File: src/rtl/bbc_pkg.sv
// Package for the bracket balance checker.
// Holds kind codes, character decode functions and the stage-to-stage struct.
// No dependencies.
`default_nettype none

package bbc_pkg;

   localparam int DEPTH_DEFAULT = 64;

   typedef enum logic [1:0] {
      KIND_ROUND  = 2'd0,
      KIND_SQUARE = 2'd1,
      KIND_CURLY  = 2'd2,
      KIND_OTHER  = 2'd3
   } kind_type;

   localparam logic [7:0] CHAR_ROUND_OPEN   = 8'h28;
   localparam logic [7:0] CHAR_ROUND_CLOSE  = 8'h29;
   localparam logic [7:0] CHAR_SQUARE_OPEN  = 8'h5B;
   localparam logic [7:0] CHAR_SQUARE_CLOSE = 8'h5D;
   localparam logic [7:0] CHAR_CURLY_OPEN   = 8'h7B;
   localparam logic [7:0] CHAR_CURLY_CLOSE  = 8'h7D;

   // Item handed from the stack front end to the match check stage.
   typedef struct packed {
      logic     valid;
      logic     pop;
      logic     empty_err;
      kind_type closer;
      logic     last;
      logic     depth_zero;
      logic     ovf;
   } stage_type;

   function automatic kind_type opener_kind(input logic [7:0] ch);
      kind_type k;
      unique case (ch)
         CHAR_ROUND_OPEN:  k = KIND_ROUND;
         CHAR_SQUARE_OPEN: k = KIND_SQUARE;
         CHAR_CURLY_OPEN:  k = KIND_CURLY;
         default:          k = KIND_OTHER;
      endcase
      return k;
   endfunction

   function automatic kind_type closer_kind(input logic [7:0] ch);
      kind_type k;
      unique case (ch)
         CHAR_ROUND_CLOSE:  k = KIND_ROUND;
         CHAR_SQUARE_CLOSE: k = KIND_SQUARE;
         CHAR_CURLY_CLOSE:  k = KIND_CURLY;
         default:           k = KIND_OTHER;
      endcase
      return k;
   endfunction

endpackage

`default_nettype wire

File: src/rtl/bbc_if.sv
// Valid/ready channel interfaces for the bracket balance checker.
// Depends on nothing.
`default_nettype none

interface bbc_req_if;
   logic       valid;
   logic       ready;
   logic [7:0] char_in;
   logic       last;

   modport source (output valid, output char_in, output last, input ready);
   modport sink (input valid, input char_in, input last, output ready);
endinterface

interface bbc_rsp_if;
   logic valid;
   logic ready;
   logic valid_res;
   logic overflow;

   modport source (output valid, output valid_res, output overflow, input ready);
   modport sink (input valid, input valid_res, input overflow, output ready);
endinterface

`default_nettype wire

File: src/rtl/bbc_stack_ram.sv
// Kind stack storage: one write port, one registered read port.
// Depends on bbc_pkg.
`default_nettype none

module bbc_stack_ram #(
   parameter int DEPTH = bbc_pkg::DEPTH_DEFAULT,
   localparam int AW = $clog2(DEPTH)
) (
   input  wire logic              clock,
   input  wire logic              wr_en,
   input  wire logic [AW-1:0]     wr_addr,
   input  var  bbc_pkg::kind_type wr_data,
   input  wire logic              rd_en,
   input  wire logic [AW-1:0]     rd_addr,
   output bbc_pkg::kind_type      rd_data
);

   bbc_pkg::kind_type mem [DEPTH];

   always_ff @(posedge clock) begin
      if (wr_en) begin
         mem[wr_addr] <= wr_data;
      end
   end

   always_ff @(posedge clock) begin
      if (rd_en) begin
         rd_data <= mem[rd_addr];
      end
   end

endmodule

`default_nettype wire

File: src/rtl/bbc_front.sv
// Stack front end: decodes each item, moves the depth count, tracks overflow
// and drives the stack memory. Depends on bbc_pkg, bbc_if.
`default_nettype none

module bbc_front #(
   parameter int DEPTH = bbc_pkg::DEPTH_DEFAULT,
   localparam int AW = $clog2(DEPTH),
   localparam int DW = $clog2(DEPTH + 1)
) (
   input  wire logic          clock,
   input  wire logic          reset,
   bbc_req_if.sink            req_chan,
   input  wire logic          advance,
   output logic               wr_en,
   output logic [AW-1:0]      wr_addr,
   output bbc_pkg::kind_type  wr_data,
   output logic               rd_en,
   output logic [AW-1:0]      rd_addr,
   output bbc_pkg::stage_type stage
);

   logic [DW-1:0]      depth_ff, depth_in;
   logic               ovf_ff, ovf_in;
   bbc_pkg::stage_type stage_ff, stage_in;

   logic              accept;
   logic              is_close;
   logic              empty;
   logic              full;
   bbc_pkg::kind_type ck;
   logic [DW-1:0]     depth_step;
   logic              ovf_step;

   assign req_chan.ready = advance;
   assign accept = req_chan.valid & advance;

   assign ck       = bbc_pkg::closer_kind(req_chan.char_in);
   assign is_close = (ck != bbc_pkg::KIND_OTHER);
   assign empty    = (depth_ff == '0);
   assign full     = (depth_ff == DW'(DEPTH));

   always_comb begin
      wr_en      = 1'b0;
      rd_en      = 1'b0;
      wr_addr    = depth_ff[AW-1:0];
      rd_addr    = AW'(depth_ff - DW'(1));
      wr_data    = bbc_pkg::opener_kind(req_chan.char_in);
      depth_step = depth_ff;
      ovf_step   = ovf_ff;
      if (is_close) begin
         if (!empty) begin
            rd_en      = accept;
            depth_step = depth_ff - DW'(1);
         end
      end else begin
         if (full) begin
            ovf_step = 1'b1;
         end else begin
            wr_en      = accept;
            depth_step = depth_ff + DW'(1);
         end
      end
   end

   always_comb begin
      depth_in = depth_ff;
      ovf_in   = ovf_ff;
      stage_in = stage_ff;
      if (advance) begin
         stage_in.valid = 1'b0;
      end
      if (accept) begin
         depth_in            = req_chan.last ? '0 : depth_step;
         ovf_in              = req_chan.last ? 1'b0 : ovf_step;
         stage_in.valid      = 1'b1;
         stage_in.pop        = is_close & ~empty;
         stage_in.empty_err  = is_close & empty;
         stage_in.closer     = ck;
         stage_in.last       = req_chan.last;
         stage_in.depth_zero = (depth_step == '0);
         stage_in.ovf        = ovf_step;
      end
   end

   always_ff @(posedge clock) begin
      if (reset) begin
         depth_ff       <= '0;
         ovf_ff         <= 1'b0;
         stage_ff       <= '0;
      end else begin
         depth_ff       <= depth_in;
         ovf_ff         <= ovf_in;
         stage_ff       <= stage_in;
      end
   end

   assign stage = stage_ff;

endmodule

`default_nettype wire

File: src/rtl/bbc_check.sv
// Match check stage: compares the popped kind, keeps the sticky mismatch
// flag and holds the result register. Depends on bbc_pkg, bbc_if.
`default_nettype none

module bbc_check (
   input  wire logic              clock,
   input  wire logic              reset,
   input  var  bbc_pkg::stage_type stage,
   input  var  bbc_pkg::kind_type  rd_data,
   output logic                   advance,
   bbc_rsp_if.source              rsp_chan
);

   logic mismatch_ff, mismatch_in;
   logic rsp_valid_ff, rsp_valid_in;
   logic valid_res_ff, valid_res_in;
   logic overflow_ff, overflow_in;

   logic kind_bad;
   logic mis_total;
   logic emit;

   assign kind_bad  = stage.pop && (rd_data != bbc_pkg::KIND_OTHER) && (rd_data != stage.closer);
   assign mis_total = mismatch_ff | stage.empty_err | kind_bad;

   assign advance = ~stage.valid | ~stage.last | ~rsp_valid_ff | rsp_chan.ready;
   assign emit    = stage.valid & stage.last & advance;

   always_comb begin
      mismatch_in  = mismatch_ff;
      rsp_valid_in = rsp_valid_ff & ~rsp_chan.ready;
      valid_res_in = valid_res_ff;
      overflow_in  = overflow_ff;
      if (stage.valid && advance) begin
         mismatch_in = stage.last ? 1'b0 : mis_total;
      end
      if (emit) begin
         rsp_valid_in = 1'b1;
         valid_res_in = stage.depth_zero & ~mis_total & ~stage.ovf;
         overflow_in  = stage.ovf;
      end
   end

   always_ff @(posedge clock) begin
      if (reset) begin
         mismatch_ff  <= 1'b0;
         rsp_valid_ff <= 1'b0;
      end else begin
         mismatch_ff  <= mismatch_in;
         rsp_valid_ff <= rsp_valid_in;
      end
   end

   always_ff @(posedge clock) begin
      valid_res_ff <= valid_res_in;
      overflow_ff  <= overflow_in;
   end

   assign rsp_chan.valid     = rsp_valid_ff;
   assign rsp_chan.valid_res = valid_res_ff;
   assign rsp_chan.overflow  = overflow_ff;

endmodule

`default_nettype wire

File: src/rtl/bracket_balance_checker_core.sv
// Bracket balance checker top level. A last item's result is registered
// in the stage register and then in the result register. One item per
// cycle; the stack memory read port is registered beside the stage
// register and input stalls only while a last item waits for a full
// result register. Reset clears only depth, sticky flags and valid bits.
`default_nettype none

module bracket_balance_checker_core #(
   parameter int DEPTH = bbc_pkg::DEPTH_DEFAULT
) (
   input wire logic  clock,
   input wire logic  reset,
   bbc_req_if.sink   req_chan,
   bbc_rsp_if.source rsp_chan
);

   localparam int AW = $clog2(DEPTH);

   logic               advance;
   logic               wr_en;
   logic [AW-1:0]      wr_addr;
   bbc_pkg::kind_type  wr_data;
   logic               rd_en;
   logic [AW-1:0]      rd_addr;
   bbc_pkg::kind_type  rd_data;
   bbc_pkg::stage_type stage;

   bbc_front #(.DEPTH(DEPTH)) u_front (
      .clock    (clock),
      .reset    (reset),
      .req_chan (req_chan),
      .advance  (advance),
      .wr_en    (wr_en),
      .wr_addr  (wr_addr),
      .wr_data  (wr_data),
      .rd_en    (rd_en),
      .rd_addr  (rd_addr),
      .stage    (stage)
   );

   bbc_stack_ram #(.DEPTH(DEPTH)) u_stack_ram (
      .clock   (clock),
      .wr_en   (wr_en),
      .wr_addr (wr_addr),
      .wr_data (wr_data),
      .rd_en   (rd_en),
      .rd_addr (rd_addr),
      .rd_data (rd_data)
   );

   bbc_check u_check (
      .clock    (clock),
      .reset    (reset),
      .stage    (stage),
      .rd_data  (rd_data),
      .advance  (advance),
      .rsp_chan (rsp_chan)
   );

   a_stall_only_on_last: assert property (@(posedge clock) disable iff (reset)
      !advance |-> (stage.valid && stage.last))
      else $error("stall without a pending last item");

   a_stall_holds_stage: assert property (@(posedge clock) disable iff (reset)
      !advance |=> $stable(stage))
      else $error("stalled item changed");

   a_last_gives_result: assert property (@(posedge clock) disable iff (reset)
      (stage.valid && stage.last && advance) |=> rsp_chan.valid)
      else $error("last item produced no result");

   a_pop_not_empty: assert property (@(posedge clock) disable iff (reset)
      stage.valid |-> !(stage.pop && stage.empty_err))
      else $error("pop flagged on empty stack");

endmodule

`default_nettype wire

File: src/flat_wrapper.sv
// flat-port wrapper written by rule: the top's interface ports become plain ports
module bracket_balance_checker_core_flat 
#(
   parameter int DEPTH = bbc_pkg::DEPTH_DEFAULT
)
  (clock, reset, req_chan_valid, req_chan_char_in, req_chan_last, req_chan_ready, rsp_chan_valid, rsp_chan_valid_res, rsp_chan_overflow, rsp_chan_ready);
  bbc_req_if req_chan_i ();
  bbc_rsp_if rsp_chan_i ();
  input wire logic clock;
  input wire logic reset;
  input wire logic [$bits(req_chan_i.valid)-1:0] req_chan_valid;
  input wire logic [$bits(req_chan_i.char_in)-1:0] req_chan_char_in;
  input wire logic [$bits(req_chan_i.last)-1:0] req_chan_last;
  output wire logic [$bits(req_chan_i.ready)-1:0] req_chan_ready;
  output wire logic [$bits(rsp_chan_i.valid)-1:0] rsp_chan_valid;
  output wire logic [$bits(rsp_chan_i.valid_res)-1:0] rsp_chan_valid_res;
  output wire logic [$bits(rsp_chan_i.overflow)-1:0] rsp_chan_overflow;
  input wire logic [$bits(rsp_chan_i.ready)-1:0] rsp_chan_ready;
  assign req_chan_i.valid = req_chan_valid;
  assign req_chan_i.char_in = req_chan_char_in;
  assign req_chan_i.last = req_chan_last;
  assign req_chan_ready = req_chan_i.ready;
  assign rsp_chan_valid = rsp_chan_i.valid;
  assign rsp_chan_valid_res = rsp_chan_i.valid_res;
  assign rsp_chan_overflow = rsp_chan_i.overflow;
  assign rsp_chan_i.ready = rsp_chan_ready;
  bracket_balance_checker_core #(.DEPTH(DEPTH)) u_core (.clock(clock), .reset(reset), .req_chan(req_chan_i), .rsp_chan(rsp_chan_i));
endmodule
File: config.mk
export PLATFORM = sky130hd
export DESIGN_NAME = bracket_balance_checker_core_flat
export DESIGN_NICKNAME = d
export VERILOG_FILES = /design/src/rtl/bbc_pkg.sv /design/src/rtl/bbc_if.sv /design/src/rtl/bbc_stack_ram.sv /design/src/rtl/bbc_front.sv /design/src/rtl/bbc_check.sv /design/src/rtl/bracket_balance_checker_core.sv /design/src/flat_wrapper.sv
export SDC_FILE = /design/constraint.sdc
export NUM_CORES = 1
export LEC_CHECK = 0
export ABC_AREA = 1
export BUFFER_PORTS_ARGS = -buffer_cell sky130_fd_sc_hd__buf_4
export CAP_MARGIN = 25
export CORE_MARGIN = 2
export CORE_UTILIZATION = 45
export CTS_BUF_LIST = sky130_fd_sc_hd__clkbuf_4 sky130_fd_sc_hd__clkbuf_8
export DETAILED_ROUTE_END_ITERATION = 16
export PLACE_DENSITY = 0.6
export SLEW_MARGIN = 20
export SYNTH_ARGS = -nofsm -noshare
export SYNTH_HDL_FRONTEND = slang
export SYNTH_SLANG_ARGS = --single-unit
File: constraint.sdc
create_clock -name clock -period 3.6 [get_ports clock]
set_clock_uncertainty 0.2 [all_clocks]
set_input_delay 0.36 -clock clock [delete_from_list [all_inputs] [get_ports clock]]
set_output_delay 0.36 -clock clock [all_outputs]
set_load 0.005 [all_outputs]
==> flow_metrics.tcl <==
set metrics [dict create \
    track_usage 0.2153 \
    crit_path_top_delay_cell "sky130_fd_sc_hd__dfxtp_1" \
    drt_first_pass_iters 5 \
    die_width_um 128.5 \
    drt-total-wl_um 16760 \
    crit-reg2reg-launch "u_core.u_front.depth_ff[1]" \
    io_pins 17 \
    post-route-drc-count 0 \
    post-route-min-period_ps 3077 \
    timing_worst_slew_pin_value_ps 792.5 \
    post_layout_nonfiller_instances 925 \
    design.final.nets 739 \
    clk_transition_reported_paths_ps 80 \
    worst-r2r-setup-slack_ps 520 \
    std_cell_rows 45 \
    timing.final.setup_violations 0 \
    drive_above_1_share 0.1113 \
    worstPathCellList "inv_1 -> ha_1 -> nand2_1 -> nor2_1 -> nor3_2 -> nand4_1 -> nor2_1" \
    htree_levels 4 \
    post_cts_resize_count 0 \
    global_route.overflow_total 0 \
    relative_slew_slack 0.4717 \
    fin_worst_hold_slack_ps 27.81 \
    worstHoldPathType "in2reg" \
    hold_path.startpoint "req_chan_last" \
    grt_setup_unrepaired "false" \
    timing.fmax_ghz 0.3250 \
    worst_ep_arrival_time_ps 3010 \
    ys_ff_latch 150 \
    area_added_between_synthesis_and_finish_pct 10.44 \
    fin_setup_tns_ps 0 \
    ff2ff_path_depth 7 \
    maximum_number_of_pins_on_one_net_before_global_route_repair 73 \
    crit-reg2reg-capture "u_core.u_stack_ram.mem[34][0]" \
    timing.critical_path.mode_cell "sky130_fd_sc_hd__nor2_1" \
    clock_tree.root_cell "sky130_fd_sc_hd__clkbuf_8" \
    synth-seq-area-share 0.6199 \
    postSynthNetCount 723 \
    dr_total_vias 5125 \
    grt_pass1_vias 5094 \
    utilization 0.5067 \
    tritoncts.num_buffers 17 \
    core-area_mm2 0.01520 \
    tritoncts_clock_tree "built" \
    finalPower_mw 3.541 \
    avgRoutedWirePerCell_um 18.12 \
    floorplan.initialDensity 0.4588 \
    critical-path-max-stage-delay_ps 580 \
    critPathRequiredTime_ps 3530 \
    power.static_leakage_nw 3.015 \
    die_height_um 128.5 \
    antenna-diode-count 0 \
    dp.cells 889 \
    drt_iter0_drc 533 \
    hold_viol_final 0 \
    slew_viol_final 0 \
    fin_crit_sh 0.8548 \
    first_pass_grt_wire_length_um 26720 \
    worstSkewPairLatency_ps 450 \
    netlist-cell-type-count 33 \
    clk_path_buf_depth 2 \
    power_density_over_cell_area_mw_per_mm2 459.7 \
    syn-instance-count 708 \
    grt_antenna_before_repair 0 \
    portBuffers 16 \
    postRouteAntennaNets 0 \
    ir_drop_mv 0.2414 \
    status "finished, final reports clean" \
    synthesis.area_mm2 0.006975 \
    hpwl_um 10300 \
    viasPerCell 5.541 \
    post_synth.cell_area_avg_um2 9.852 \
    timing_worst_setup_path_type "reg2reg" \
    worst_hold_depth 4 \
    gpl.final_weighted_congestion 0.8577 \
    worst_hold_path.endpoint "u_core.u_front.depth_ff[2]" \
    worstPathMaxFanout 8 \
    cap_viol_max_count 0 \
    synthesis.yosys.warnings 0 \
    startpoint_types "register" \
    fp.dieArea_mm2 0.01651 \
    worst_setup_path_end_kind "register" \
    clock_sinks 150 \
]
Yosys cell counts:
cell / n / area, um^2
sky130_fd_sc_hd__nand3_2: 3 / 30.03
sky130_fd_sc_hd__nand4_4: 4 / 85.08
sky130_fd_sc_hd__edfxtp_1: 132 / 3964
sky130_fd_sc_hd__buf_6: 3 / 33.78
sky130_fd_sc_hd__nor3b_1: 1 / 7.510
sky130_fd_sc_hd__buf_4: 2 / 15.01
sky130_fd_sc_hd__and2_1: 1 / 6.260
sky130_fd_sc_hd__a21oi_1: 18 / 90.09
sky130_fd_sc_hd__inv_1: 36 / 135.1
sky130_fd_sc_hd__nand4_1: 5 / 31.28
sky130_fd_sc_hd__nor3_2: 1 / 10.01
sky130_fd_sc_hd__nor2_4: 1 / 11.26
sky130_fd_sc_hd__nand2_1: 105 / 394.1
sky130_fd_sc_hd__nand3_1: 27 / 135.1
sky130_fd_sc_hd__nand3b_1: 1 / 7.510
sky130_fd_sc_hd__o22ai_1: 8 / 50.05
sky130_fd_sc_hd__o221ai_1: 1 / 8.760
sky130_fd_sc_hd__inv_2: 7 / 26.28
sky130_fd_sc_hd__o211ai_1: 24 / 180.2
sky130_fd_sc_hd__dfxtp_1: 18 / 360.4
sky130_fd_sc_hd__buf_1: 1 / 3.750
sky130_fd_sc_hd__buf_2: 14 / 70.07
sky130_fd_sc_hd__nor2_2: 2 / 12.51
sky130_fd_sc_hd__ha_1: 2 / 25.02
sky130_fd_sc_hd__nor2_1: 181 / 679.4
sky130_fd_sc_hd__xor2_4: 1 / 27.53
sky130_fd_sc_hd__xor2_1: 5 / 43.79
sky130_fd_sc_hd__nand2_2: 5 / 31.28
sky130_fd_sc_hd__xnor2_4: 1 / 27.53
sky130_fd_sc_hd__o21ai_0: 77 / 385.4
sky130_fd_sc_hd__clkbuf_1: 13 / 48.80
sky130_fd_sc_hd__nor3_1: 7 / 35.03
sky130_fd_sc_hd__clkinv_1: 1 / 3.750
cell type report:
| type | instances | area, um^2 |
|---|---|---|
| tap | 188 | 235.2 |
| inverter | 44 | 165.2 |
| timing repair buffer | 30 | 235.2 |
| clock inverter | 13 | 178.9 |
| clock buffer | 19 | 249.0 |
| multi-input combinational | 481 | 2315 |
| fill | 1421 | 7498 |
| sequential | 150 | 4325 |
through the flow:
stage | cell area (um^2) | setup slack (ps)
floorplan | 6975 | 1144
global placement | 7236 | 689.3
detailed placement | 7236 | 590.4
CTS | 7704 | 574.9
global route | 7704 | 373.1
finish | 7704 | 522.8
power breakdown:
part / switching [mW] / total [mW] / internal (mW)
combinational: 0.183 / 0.267 / 0.0842
sequential: 0.00564 / 1.88 / 1.88
clock: 0.626 / 1.39 / 0.768
total: 0.814 / 3.54 / 2.73
critical path, delay by kind of cell (launching register included):
| family | cells | cell delay, ps |
|---|---|---|
| buf+inv | 1 | 240 |
| simple gates | 5 | 1410 |
| flops | 1 | 580 |
| fa+ha+maj | 1 | 330 |
state kept, by name, summed over array words and instances, names as in the netlist:
| name | cells |
|---|---|
| u_core.u_front.depth_ff | 7 |
| u_core.u_check.rsp_chan.overflow | 1 |
| u_core.u_front.stage | 8 |
| u_core.u_check.mismatch_ff | 1 |
| u_core.u_check.rsp_chan.valid | 1 |
| u_core.u_check.rsp_chan.valid_res | 1 |
| u_core.u_stack_ram.mem | 128 |
| u_core.u_front.ovf_ff | 1 |
| u_core.u_stack_ram.rd_data | 2 |
worst max path at each step:
stage	from	endpoint	slack, ps	cells past startpoint
finish	u_core.u_front.depth_ff[1]	u_core.u_stack_ram.mem[34][0]	520	7
global route	u_core.u_front.depth_ff[1]	u_core.u_stack_ram.mem[34][0]	370	7
floorplan	u_core.u_front.depth_ff[0]	u_core.u_stack_ram.rd_data[1]	1140	13
CTS	u_core.u_front.depth_ff[1]	u_core.u_stack_ram.mem[34][0]	570	7
detailed placement	u_core.u_front.depth_ff[1]	u_core.u_stack_ram.mem[34][0]	590	7
global placement	u_core.u_front.depth_ff[1]	u_core.u_stack_ram.mem[18][0]	690	7
routing by layer:
metal  GRT usage  share of wire  vias up
met5           0              0        -
met4     0.08824          0.022        0
met3     0.04033          0.050       28
met2      0.3605           0.48      160
met1      0.2779           0.45     2473
li1            -              -     2464
cells in the final DEF, fill, tap and decap left out, types with 4 or more instances in the layout:
cell type / Yosys / layout
sky130_fd_sc_hd__nor2_1: 181 / 181
sky130_fd_sc_hd__edfxtp_1: 132 / 132
sky130_fd_sc_hd__nand2_1: 105 / 105
sky130_fd_sc_hd__o21ai_0: 77 / 77
sky130_fd_sc_hd__inv_1: 36 / 36
sky130_fd_sc_hd__nand3_1: 27 / 27
sky130_fd_sc_hd__buf_4: 2 / 26
sky130_fd_sc_hd__o211ai_1: 24 / 24
sky130_fd_sc_hd__a21oi_1: 18 / 18
sky130_fd_sc_hd__clkbuf_8: 0 / 17
sky130_fd_sc_hd__dfxtp_1: 18 / 17
sky130_fd_sc_hd__o22ai_1: 8 / 8
sky130_fd_sc_hd__inv_2: 7 / 7
sky130_fd_sc_hd__nor3_1: 7 / 7
sky130_fd_sc_hd__nand4_1: 5 / 5
sky130_fd_sc_hd__nand2_2: 5 / 5
sky130_fd_sc_hd__xor2_1: 5 / 5
sky130_fd_sc_hd__nand4_4: 4 / 4
sky130_fd_sc_hd__bufinv_16: 0 / 4
sky130_fd_sc_hd__dlygate4sd3_1: 0 / 4
cells by family after synthesis:
kind of cell             count (synthesis)  synth area share
buffers and inverters                   77           0.04825
flip-flops                             150            0.6199
adder cells (fa/ha/maj)                  2          0.003587
XOR/XNOR                                 7           0.01417
AND/OR/NAND/NOR                        344            0.2117
AO/OA/AOI/OAI                          128            0.1024
repair_timing:
action                    CTS  global route
hold endpoints to repair   13             0
setup buffers               0             0
hold buffers                4             0
Note: power is estimated with default switching activity, not from simulation.
